<file path="config.mk">
export PLATFORM = sky130hd
export DESIGN_NAME = blank_to_tab_compressor
export DESIGN_NICKNAME = d
export VERILOG_FILES = /design/src/rtl/btc_pkg.sv /design/src/rtl/blank_to_tab_compressor.sv /design/src/rtl/btc_stops.sv /design/src/rtl/btc_core.sv
export SDC_FILE = /design/constraint.sdc
export NUM_CORES = 1
export LEC_CHECK = 0
export BUFFER_PORTS_ARGS = -buffer_cell sky130_fd_sc_hd__clkbuf_2
export CORE_MARGIN = 2
export CORE_UTILIZATION = 59
export CTS_BUF_LIST = sky130_fd_sc_hd__clkbuf_2 sky130_fd_sc_hd__clkbuf_4 sky130_fd_sc_hd__clkbuf_8
export CTS_CLUSTER_SIZE = 28
export DETAILED_ROUTE_END_ITERATION = 10
export PLACE_DENSITY = 0.91
export SYNTH_ARGS = -nofsm -noshare
export SYNTH_HDL_FRONTEND = slang
export SYNTH_HIERARCHICAL = 1
export SYNTH_SLANG_ARGS = --single-unit
</file>
<file path="constraint.sdc">
create_clock -name clk_i -period 5 [get_ports clk_i]
set_clock_uncertainty 0.2 [all_clocks]
set_input_delay 0.25 -clock clk_i [delete_from_list [all_inputs] [get_ports clk_i]]
set_output_delay 0.25 -clock clk_i [all_outputs]
set_load 0.02 [all_outputs]
</file>
<file path="src/rtl/btc_pkg.sv">
// shared constants and types for the blank-to-tab compressor
package btc_pkg;

  // text codes
  localparam logic [7:0] ChBlank   = 8'd32;
  localparam logic [7:0] ChTab     = 8'd9;
  localparam logic [7:0] ChNewline = 8'd10;

  // widths
  localparam int unsigned ColW   = 8;
  localparam int unsigned CntW   = 6;
  localparam int unsigned StopsW = 64;
  localparam int unsigned AddrW  = 4;

  // line geometry and pending limit
  localparam logic [ColW-1:0] LineWidth  = 8'd128;
  localparam logic [ColW-1:0] ColLast    = LineWidth + 8'd1;
  localparam logic [ColW-1:0] ColFirst   = 8'd1;
  localparam logic [CntW-1:0] MaxPending = 6'd63;

  // bitmap reset: a stop every eight columns
  localparam logic [StopsW-1:0] StopsReset = 64'h8080_8080_8080_8080;

  // register select on paddr bit 3
  localparam logic RegStopsLow  = 1'b0;
  localparam logic RegStopsHigh = 1'b1;

  // bitmap write request from the register port
  typedef struct packed {
    logic              wr_low;
    logic              wr_high;
    logic [StopsW-1:0] data;
  } cfg_wr_t;

endpackage

</file>
<file path="src/rtl/blank_to_tab_compressor.sv">
// Blank-to-tab compressor top level: register port and block wiring.
// A blank is absorbed and emits nothing. Any other byte is taken in the idle state,
// then emits one word at a time (pending tabs, pending blanks unless the byte is a
// tab, the byte), holding while the output stalls. After a tab the column steps to
// the next stop, set by the single stop-lookup and incrementer.
// Reset is asynchronous active low: column 1, no pending counts, stops every 8.
module blank_to_tab_compressor
  import btc_pkg::*;
(
  input  logic              clk_i,
  input  logic              rst_ni,
  input  logic              in_valid_i,
  input  logic [7:0]        in_byte_i,
  output logic              in_stall_o,
  output logic              out_valid_o,
  output logic [7:0]        out_byte_o,
  output logic              last_o,
  input  logic              out_stall_i,
  input  logic              psel,
  input  logic              penable,
  input  logic              pwrite,
  input  logic [AddrW-1:0]  paddr,
  input  logic [StopsW-1:0] pwdata,
  output logic [StopsW-1:0] prdata,
  output logic              pready
);

  cfg_wr_t           cfg_wr;
  logic              wr_en;
  logic [ColW-1:0]   col;
  logic              stop;
  logic [StopsW-1:0] stops_low;
  logic [StopsW-1:0] stops_high;

  // register decode, registers 8 bytes apart
  assign pready         = 1'b1;
  assign wr_en          = psel && penable && pwrite && pready;
  assign cfg_wr.wr_low  = wr_en && (paddr[3] == RegStopsLow);
  assign cfg_wr.wr_high = wr_en && (paddr[3] == RegStopsHigh);
  assign cfg_wr.data    = pwdata;

  // read mux
  assign prdata = (paddr[3] == RegStopsHigh) ? stops_high : stops_low;

  btc_stops u_stops (
    .clk_i        (clk_i),
    .rst_ni       (rst_ni),
    .cfg_wr_i     (cfg_wr),
    .col_i        (col),
    .stop_o       (stop),
    .stops_low_o  (stops_low),
    .stops_high_o (stops_high)
  );

  btc_core u_core (
    .clk_i       (clk_i),
    .rst_ni      (rst_ni),
    .in_valid_i  (in_valid_i),
    .in_byte_i   (in_byte_i),
    .in_stall_o  (in_stall_o),
    .out_valid_o (out_valid_o),
    .out_byte_o  (out_byte_o),
    .last_o      (last_o),
    .out_stall_i (out_stall_i),
    .col_o       (col),
    .stop_i      (stop)
  );

endmodule

</file>
<file path="src/rtl/btc_stops.sv">
// tab-stop bitmap registers and the stop lookup for one column
module btc_stops
  import btc_pkg::*;
(
  input  logic              clk_i,
  input  logic              rst_ni,
  input  cfg_wr_t           cfg_wr_i,
  input  logic [ColW-1:0]   col_i,
  output logic              stop_o,
  output logic [StopsW-1:0] stops_low_o,
  output logic [StopsW-1:0] stops_high_o
);

  logic [StopsW-1:0]   stops_low_q;
  logic [StopsW-1:0]   stops_high_q;
  logic [2*StopsW-1:0] bitmap;
  logic [ColW-1:0]     col_idx;

  // bitmap registers
  always_ff @(posedge clk_i or negedge rst_ni) begin
    if (!rst_ni) begin
      stops_low_q  <= StopsReset;
      stops_high_q <= StopsReset;
    end else begin
      if (cfg_wr_i.wr_low) begin
        stops_low_q <= cfg_wr_i.data;
      end
      if (cfg_wr_i.wr_high) begin
        stops_high_q <= cfg_wr_i.data;
      end
    end
  end

  // columns past the line width are always stops
  assign bitmap  = {stops_high_q, stops_low_q};
  assign col_idx = col_i - ColFirst;
  assign stop_o  = col_idx[ColW-1] ? 1'b1 : bitmap[col_idx[ColW-2:0]];

  assign stops_low_o  = stops_low_q;
  assign stops_high_o = stops_high_q;

endmodule

</file>
<file path="src/rtl/btc_core.sv">
// sequencer: pending counts, column tracking and one output word per cycle while not stalled
module btc_core
  import btc_pkg::*;
(
  input  logic            clk_i,
  input  logic            rst_ni,
  input  logic            in_valid_i,
  input  logic [7:0]      in_byte_i,
  output logic            in_stall_o,
  output logic            out_valid_o,
  output logic [7:0]      out_byte_o,
  output logic            last_o,
  input  logic            out_stall_i,
  output logic [ColW-1:0] col_o,
  input  logic            stop_i
);

  localparam logic [2:0] StIdle  = 3'd0;
  localparam logic [2:0] StTabs  = 3'd1;
  localparam logic [2:0] StBlank = 3'd2;
  localparam logic [2:0] StByte  = 3'd3;
  localparam logic [2:0] StSeek  = 3'd4;

  logic [2:0]      state_q, state_d;
  logic [7:0]      byte_q, byte_d;
  logic [ColW-1:0] col_q, col_d;
  logic [CntW-1:0] blanks_q, blanks_d;
  logic [CntW-1:0] tabs_q, tabs_d;
  logic            out_valid_q, out_valid_d;
  logic [7:0]      out_byte_q, out_byte_d;
  logic            last_q, last_d;

  logic            out_free;
  logic            accept;
  logic [ColW-1:0] col_adv;
  logic [CntW:0]   pend_sum;
  logic            is_tab;

  assign out_free = !out_valid_q || !out_stall_i;
  assign accept   = in_valid_i && (state_q == StIdle);
  assign col_adv  = (col_q >= ColLast) ? ColLast : col_q + 8'd1;
  assign pend_sum = {1'b0, blanks_q} + {1'b0, tabs_q};
  assign is_tab   = (byte_q == ChTab);

  // sequencer
  always_comb begin
    state_d     = state_q;
    byte_d      = byte_q;
    col_d       = col_q;
    blanks_d    = blanks_q;
    tabs_d      = tabs_q;
    out_valid_d = out_valid_q && out_stall_i;
    out_byte_d  = out_byte_q;
    last_d      = last_q;

    unique case (state_q)
      StIdle: begin
        if (accept) begin
          byte_d = in_byte_i;
          if (in_byte_i == ChBlank) begin
            // blank: hold back, turn into a pending tab, or drop at the pending limit
            col_d = col_adv;
            if (!stop_i) begin
              if (pend_sum < {1'b0, MaxPending}) begin
                blanks_d = blanks_q + 6'd1;
              end
            end else if (blanks_q != '0 || tabs_q < MaxPending) begin
              blanks_d = '0;
              tabs_d   = tabs_q + 6'd1;
            end
          end else if (tabs_q != '0) begin
            state_d = StTabs;
          end else if (in_byte_i != ChTab && blanks_q != '0) begin
            state_d = StBlank;
          end else begin
            state_d = StByte;
          end
        end
      end
      StTabs: begin
        if (out_free) begin
          out_valid_d = 1'b1;
          out_byte_d  = ChTab;
          last_d      = 1'b0;
          tabs_d      = tabs_q - 6'd1;
          if (tabs_q == 6'd1) begin
            state_d = (!is_tab && blanks_q != '0) ? StBlank : StByte;
          end
        end
      end
      StBlank: begin
        if (out_free) begin
          out_valid_d = 1'b1;
          out_byte_d  = ChBlank;
          last_d      = 1'b0;
          blanks_d    = blanks_q - 6'd1;
          if (blanks_q == 6'd1) begin
            state_d = StByte;
          end
        end
      end
      StByte: begin
        if (out_free) begin
          out_valid_d = 1'b1;
          out_byte_d  = byte_q;
          last_d      = 1'b1;
          blanks_d    = '0;
          tabs_d      = '0;
          if (byte_q == ChNewline) begin
            col_d   = ColFirst;
            state_d = StIdle;
          end else if (is_tab) begin
            state_d = StSeek;
          end else begin
            col_d   = col_adv;
            state_d = StIdle;
          end
        end
      end
      StSeek: begin
        // step one column per cycle until a stop, then move past it
        col_d = col_adv;
        if (stop_i) begin
          state_d = StIdle;
        end
      end
      default: begin
        state_d = StIdle;
      end
    endcase
  end

  // control registers
  always_ff @(posedge clk_i or negedge rst_ni) begin
    if (!rst_ni) begin
      state_q     <= StIdle;
      col_q       <= ColFirst;
      blanks_q    <= '0;
      tabs_q      <= '0;
      out_valid_q <= 1'b0;
    end else begin
      state_q     <= state_d;
      col_q       <= col_d;
      blanks_q    <= blanks_d;
      tabs_q      <= tabs_d;
      out_valid_q <= out_valid_d;
    end
  end

  // payload registers
  always_ff @(posedge clk_i) begin
    byte_q     <= byte_d;
    out_byte_q <= out_byte_d;
    last_q     <= last_d;
  end

  assign in_stall_o  = (state_q != StIdle);
  assign out_valid_o = out_valid_q;
  assign out_byte_o  = out_byte_q;
  assign last_o      = last_q;
  assign col_o       = col_q;

endmodule

</file>
==> summary.txt, run 1 <==
Outcome
  – Status: completed

Clocking
  – H-tree levels: 4
  – Post CTS Setup Buffer Count: 0
  – Clock Path Buffers: 2
  – TritonCTS clock tree: done
  – Post-CTS Resized: 0
  – Cts bufs inserted: 17
  – Worst skew pair latency: 0.48 ns
  – CTS root buf: clkbuf_8
  – Worst-path clk slew: 0.10 ns
  – CTS sink cnt: 169
  – CTS hold repair buffers: 74

Power
  – Static Leak: 0.005099 uW
  – Maximum vdd drop: 0.3418 mV
  – PwrDens: 537.3 nW/um^2

Floorplanning
  – Row count: 46
  – Die Ht: 131.5 microns
  – Die area: 17290 sq um
  – I/O pins: 159
  – Initial Utilization: 60.37%
  – Core region area: 15890 sq um
  – Die X-Extent: 131.5 microns

STA
  – Final setup margin: 0.1946 ns
  – RSZ-0062 raised after global routing: no
  – Fin crit share: 96.11%
  – Max-slew violation count: 0
  – Final Hold Vio Count: 0
  – Fin crit period: 4.805 ns
  – Final hold slack: 0.02103 ns
  – Final setup vio count: 0
  – Slew @ Worst Pin: 1.075 ns
  – Max-slew headroom: 28.35%
  – F_max: 0.2081 GHz
  – Post-route setup TNS: 0 ns

Critical path
  – Largest stage delay, worst path: 0.72 ns
  – Critical Path Stages: 13
  – Worst Setup Start Kind: register
  – Worst Path Required: 5.16 ns
  – Bufs and invs on worst path: 3
  – Worst r2r path cells: 13
  – Critical path cell sequence: inv_1 > ha_1 > buf_4 > mux4_2 > a21boi_0 > a2111oi_0 > a311oi_1 > or4_1 > or2_1 > nor3_1 > a2111oi_2 > buf_4 > mux2_4
  – Crit end category: register
  – Crit-path leading delay family: simple AND/OR/NAND/NOR gates
  – FF-to-FF setup slack: 0.19 ns
  – Worst r2r src: u_core/col_o[0]
  – Slowest cell on the critical path: or4_1
  – Most frequent CP cell: buf_4
  – Worst-path maximum fanout: 16
  – Crit path kind: reg2reg
  – Worst path arrival time: 4.97 ns
  – Crit path from: u_core/col_o[0]
  – Crit Reg-Reg Endpoint: u_core/blanks_q[5]

Synth
  – Synth area leader: dfrtp_1
  – Synth area leaders: dfrtp_1 35%, mux2_2 18%, mux4_2 6.6%
  – Syn_area_per_cell: 13.28 sq um
  – Register bit total from synthesis: 169
  – Most used DFF post-synth: dfrtp_1
  – Post-Syn Area: 9589 sq um
  – Most common cell in the netlist: mux2_2
  – Synth cell types: 79
  – Fraction of registers with async set/reset: 89.94%
  – Cell count after synthesis: 722
  – Most frequent cells after synthesis: 156 x mux2_2, 135 x dfrtp_1, 39 x mux2_4
  – Syn. warnings: 6
  – Register area share after synthesis: 45.21%
  – Post-synthesis net count: 822
  – Top-area cell type share of the netlist area: 35.23%
  – Number of synthesized flops with an enable pin: 17

Placed design
  – Setup WS pre-CTS: 0.3248 ns
  – PortBufs: 154
  – Placed Area: 10470 sq um
  – Dpl hpwl: 15830 microns
  – GP Congestion: 0.8875

Routing
  – Via count: 7216
  – Post-DRT Antenna Nets: 0
  – DR iter-0 viols: 728
  – WL/cell: 21.98 microns
  – Drt via density: 6.178
  – DRC viols: 0
  – DR pass1 iterations: 5
  – Drt total wl: 25670 microns

Global route
  – First-pass GRT wire length: 40990 microns
  – Largest net degree at the start of global routing: 107
  – Grt total ovfl: 0
  – Initial antenna violation count: 0
  – Vias in the first global route: 7538
  – Gr usage total: 30.10%

Run
  – Max Cap Viol: 0

Final layout
  – Diode count: 0
  – Nets: 1039
  – Cell area after layout: 11600 sq um
  – Area Growth Syn to Fin: 20.94%
  – Layout cells sized above 1: 47.79%

Min path
  – Hold Path Class: in2reg
  – WHS Path Cells: 2
  – Worst hold start: in_valid_i
  – Hold endpoint: u_core/byte_q[7]
[report_power, final]
group / internal [uW] / total [uW] / switching (uW)
clock: 418 / 984 / 566
sequential: 1770 / 2170 / 397
combinational: 1430 / 3080 / 1640
[worst reg2reg max path, delay by kind of cell, from the launching register on]
family | cells | cell delay [ns]
compound gates | 4 | 0.78
fa+ha+maj | 1 | 0.57
buf+inv | 3 | 0.62
flops | 1 | 0.56
mux | 2 | 0.67
simple gates | 3 | 1.30
[placed cells by master, fill, tap and decap left out, types with 6 or more instances in the layout]
cell,Yosys,routed
clkbuf_8,0,18
mux4_2,28,28
and2_1,6,6
nand2b_1,9,9
ha_1,16,16
nor2_1,21,21
dlygate4sd3_1,0,74
clkbuf_2,0,152
dfstp_2,17,17
dfrtp_1,135,135
nor3_1,8,8
o21ai_0,15,15
edfxtp_1,17,17
o21ai_1,8,8
mux2_4,39,39
a21oi_1,22,22
inv_1,20,20
nand2_1,26,26
buf_4,2,9
xnor2_1,6,6
nor2b_1,8,8
nand3_1,11,11
mux2_2,156,156
o22ai_1,8,8
a21boi_0,6,6
and3_1,6,6
[logic make-up after synthesis]
group	synth area share, %
AND/OR/NAND/NOR	8.181
flip-flops	45.21
adder cells (fa/ha/maj)	2.296
AO/OA/AOI/OAI	7.725
multiplexers	32.20
XOR/XNOR	0.9133
buffers and inverters	3.432
other	0.03911
[routing by layer]
| layer | track usage [%] | wire length, microns | vias to the layer above |
|---|---|---|---|
| met2 | 49.85 | 12930 | 356 |
| met4 | 13.35 | 1000 | 0 |
| met1 | 38.45 | 10120 | 3627 |
| li1 | - | - | 3161 |
| met5 | 0 | 0 | - |
| met3 | 6.173 | 1622 | 72 |
[area by class of cell]
| class | count | area [sq um] |
|---|---|---|
| Clock inverter | 14 | 137.6 |
| Clock buffer | 18 | 247.7 |
| Fill cell | 998 | 4288 |
| Multi-Input combinational cell | 493 | 4927 |
| Inverter | 21 | 78.83 |
| Tap cell | 216 | 270.3 |
| Timing Repair Buffer | 237 | 1600 |
| Sequential cell | 169 | 4335 |
[worst max-delay path by stage]
stage / endpoint
3_3_place_gp: u_core/blanks_q[5]
5_1_grt: u_core/blanks_q[5]
4_1_cts: u_core/blanks_q[5]
6_report: u_core/blanks_q[5]
3_5_place_dp: u_core/blanks_q[5]
2_1_floorplan: u_core/blanks_q[5]
[through the flow]
step	std cells	util [%]	power [uW]
6_report	1168	73.01	6231
5_1_grt	1168	73.01	6527
4_1_cts	1168	73.01	6099
3_5_place_dp	1062	65.92	5077
3_3_place_gp	1062	65.92	4942
2_1_floorplan	722	-	4287
[sequential cells by signal, indices dropped and copies added, names as in the netlist]
signal	count
u_stops/stops_low_o	64
u_core/byte_q	8
u_core/blanks_q	6
u_core/out_byte_o	8
u_stops/stops_high_o	64
u_core/last_o	1
u_core/out_valid_o	1
u_core/tabs_q	6
u_core/col_o	8
u_core/state_q	3
Note: power is estimated with default switching activity, not from simulation.
==> run 2, diff against run 1 <==
--- a/config.mk
+++ b/config.mk
@@ -6,6 +6,7 @@
 export NUM_CORES = 1
 export LEC_CHECK = 0
 export BUFFER_PORTS_ARGS = -buffer_cell sky130_fd_sc_hd__clkbuf_2
+export CORE_ASPECT_RATIO = 1.75
 export CORE_MARGIN = 2
 export CORE_UTILIZATION = 59
 export CTS_BUF_LIST = sky130_fd_sc_hd__clkbuf_2 sky130_fd_sc_hd__clkbuf_4 sky130_fd_sc_hd__clkbuf_8
==> run 2 against run 1 <==
Sequential power about the same; utilization increased by 0.20 points; clock power increased by 9.8%; sequential share of layout area decreased by 0.076 points; worst setup slack improved by 0.24 ns; die area increased by 0.23%.
==> summary.txt, run 2 (same netlist as run 1, synthesis figures left out) <==
Clocking
  – Post CTS Setup Buffer Count: 0 (unchanged)
  – CTS hold repair buffers: 75 (was 74)
  – CTS root buf: clkbuf_8 (unchanged)
  – H-tree levels: 4 (unchanged)
  – Worst-path clk slew: 0.11 ns (was 0.10 ns)
  – TritonCTS clock tree: done (unchanged)
  – Worst skew pair latency: 0.48 ns (about the same)
  – Cts bufs inserted: 17 (unchanged)
  – CTS sink cnt: 169 (unchanged)
  – Clock Path Buffers: 2 (unchanged)
  – Post-CTS Resized: 0 (unchanged)

Floorplanning
  – Die Ht: 172.7 microns (was 131.5 microns)
  – Initial Utilization: 60.40% (was 60.37%)
  – Die area: 17330 sq um (was 17290 sq um)
  – Die X-Extent: 100.4 microns (was 131.5 microns)
  – Core region area: 15880 sq um (was 15890 sq um)
  – I/O pins: 159 (unchanged)
  – Row count: 61 (was 46)

Routing
  – DRC viols: 0 (unchanged)
  – Drt total wl: 25740 microns (was 25670 microns)
  – WL/cell: 22.56 microns (was 21.98 microns)
  – Drt via density: 6.350 (was 6.178)
  – DR iter-0 viols: 544 (was 728)
  – Via count: 7245 (was 7216)
  – DR pass1 iterations: 5 (unchanged)
  – Post-DRT Antenna Nets: 0 (unchanged)

Final layout
  – Commonest non-fill, non-tap cell in the layout: mux2_2 (unchanged)
  – Nets: 1038 (was 1039)
  – Cell area after layout: 11620 sq um (was 11600 sq um)
  – Util after Layout: 73.20% (was 73.01%)
  – Fill cells: 986 (was 998)
  – Layout cells sized above 1: 47.63% (was 47.79%)
  – Area Growth Syn to Fin: 21.19% (was 20.94%)
  – Most frequent cells in the layout: 156 x mux2_2, 152 x clkbuf_2, 135 x dfrtp_1 (unchanged)

Critical path
  – Crit end category: register (unchanged)
  – Worst r2r path cells: 13 (unchanged)
  – Crit Reg-Reg Endpoint: u_core/blanks_q[5] (unchanged)
  – Worst path arrival time: 4.75 ns (was 4.97 ns)
  – Worst-path maximum fanout: 30 (was 16)
  – Worst Path Required: 5.18 ns (was 5.16 ns)
  – Crit path kind: reg2reg (unchanged)
  – Worst Setup Start Kind: register (unchanged)
  – Worst r2r src: u_core/col_o[1] (was u_core/col_o[0])
  – FF-to-FF setup slack: 0.43 ns (was 0.19 ns)

STA
  – F_max: 0.2188 GHz (was 0.2081 GHz)
  – Final setup vio count: 0 (unchanged)
  – Fin crit period: 4.570 ns (was 4.805 ns)
  – Final Hold Vio Count: 0 (unchanged)
  – RSZ-0062 raised after global routing: no (unchanged)
  – Post-route setup TNS: 0 ns (unchanged)
  – Fin crit share: 91.40% (was 96.11%)
  – Slew @ Worst Pin: 0.9985 ns (was 1.075 ns)
  – Max-slew violation count: 0 (unchanged)
  – Max-slew headroom: 33.44% (was 28.35%)

Global route
  – First-pass GRT wire length: 40990 microns (unchanged)
  – Initial antenna violation count: 1 (was 0)
  – Vias in the first global route: 7695 (was 7538)
  – Grt total ovfl: 0 (unchanged)
  – Largest net degree at the start of global routing: 108 (was 107)
  – Gr usage total: 30.67% (was 30.10%)

Outcome
  – Status: completed (unchanged)

Min path
  – Hold Path Class: in2async (was in2reg)

Placed design
  – Placed Area: 10440 sq um (was 10470 sq um)
  – GP Congestion: 0.8719 (was 0.8875)
  – PortBufs: 154 (unchanged)
  – Dpl hpwl: 16190 microns (was 15830 microns)

Power
  – Design Power: 6314 uW (was 6231 uW)
  – PwrDens: 543.3 nW/um^2 (was 537.3 nW/um^2)
  – Static Leak: 0.005123 uW (was 0.005099 uW)
  – Maximum vdd drop: 0.3894 mV (was 0.3418 mV)

Run
  – Max Cap Viol: 0 (unchanged)
run 2: routing by layer:
layer / vias to the layer above / share of wire [%] / GRT usage, % / wire length [microns]
met2: 356 / 55 / 54.53 / 14270
met4: 0 / 4.6 / 15.24 / 1175
met1: 3647 / 34 / 34.12 / 8733
met5: - / 0 / 0 / 0
met3: 93 / 6.1 / 6.225 / 1560
li1: 3149 / - / - / -
run 2: power by group:
part	total, uW	internal (uW)	leakage (uW)	switching (uW)
Sequential	2180	1770	0.00198	413
Combinational	3050	1440	0.00293	1620
Clock	1080	534	0.000214	543
run 2: area by class of cell:
| class | count | area [sq um] | share of cell area [%] |
|---|---|---|---|
| Clock inverter | 12 | 163.9 | 1.410 |
| Inverter | 21 | 78.83 | 0.6783 |
| Multi-Input combinational cell | 493 | 4927 | 42.40 |
| Antenna cell | 1 | 2.502 | 0.02153 |
| Sequential cell | 169 | 4335 | 37.31 |
| Timing Repair Buffer | 236 | 1608 | 13.84 |
| Clock buffer | 20 | 269.0 | 2.315 |
| Tap cell | 189 | 236.5 | 2.035 |
run 2: worst max path at each step:
stage / start / to / slack (ns) / depth (start not counted)
detailed placement: u_core/col_o[1] / u_core/blanks_q[5] / 0.55 / 13
global route: u_core/col_o[0] / u_core/blanks_q[5] / 0.28 / 12
finish: u_core/col_o[1] / u_core/blanks_q[5] / 0.43 / 13
CTS: u_core/col_o[1] / u_core/blanks_q[5] / 0.54 / 13
floorplan: u_core/col_o[0] / u_core/blanks_q[5] / 0.42 / 15
global placement: u_core/col_o[0] / u_core/blanks_q[5] / 0.67 / 13
run 2: metrics by stage:
stage	hold WS, ns	setup slack [ns]	std cells
2_1_floorplan	-0.2456	0.4173	722
3_5_place_dp	0.2425	0.5480	1033
4_1_cts	0.2845	0.5383	1140
3_3_place_gp	0.2317	0.6736	1033
5_1_grt	0.2934	0.2801	1141
6_report	0.2610	0.4298	1141
run 2: critical path, stage by stage, from the launching register on:
cell and delay (ns):
dfrtp_1 0.52, inv_1 0.08, ha_1 0.42, buf_12 0.25
mux4_2 0.35, a21boi_0 0.14, a2111oi_0 0.60, a2111oi_0 0.16
or4_1 0.59, or2_1 0.30, nor3_1 0.25, a2111oi_2 0.09
buf_4 0.20, mux2_4 0.29
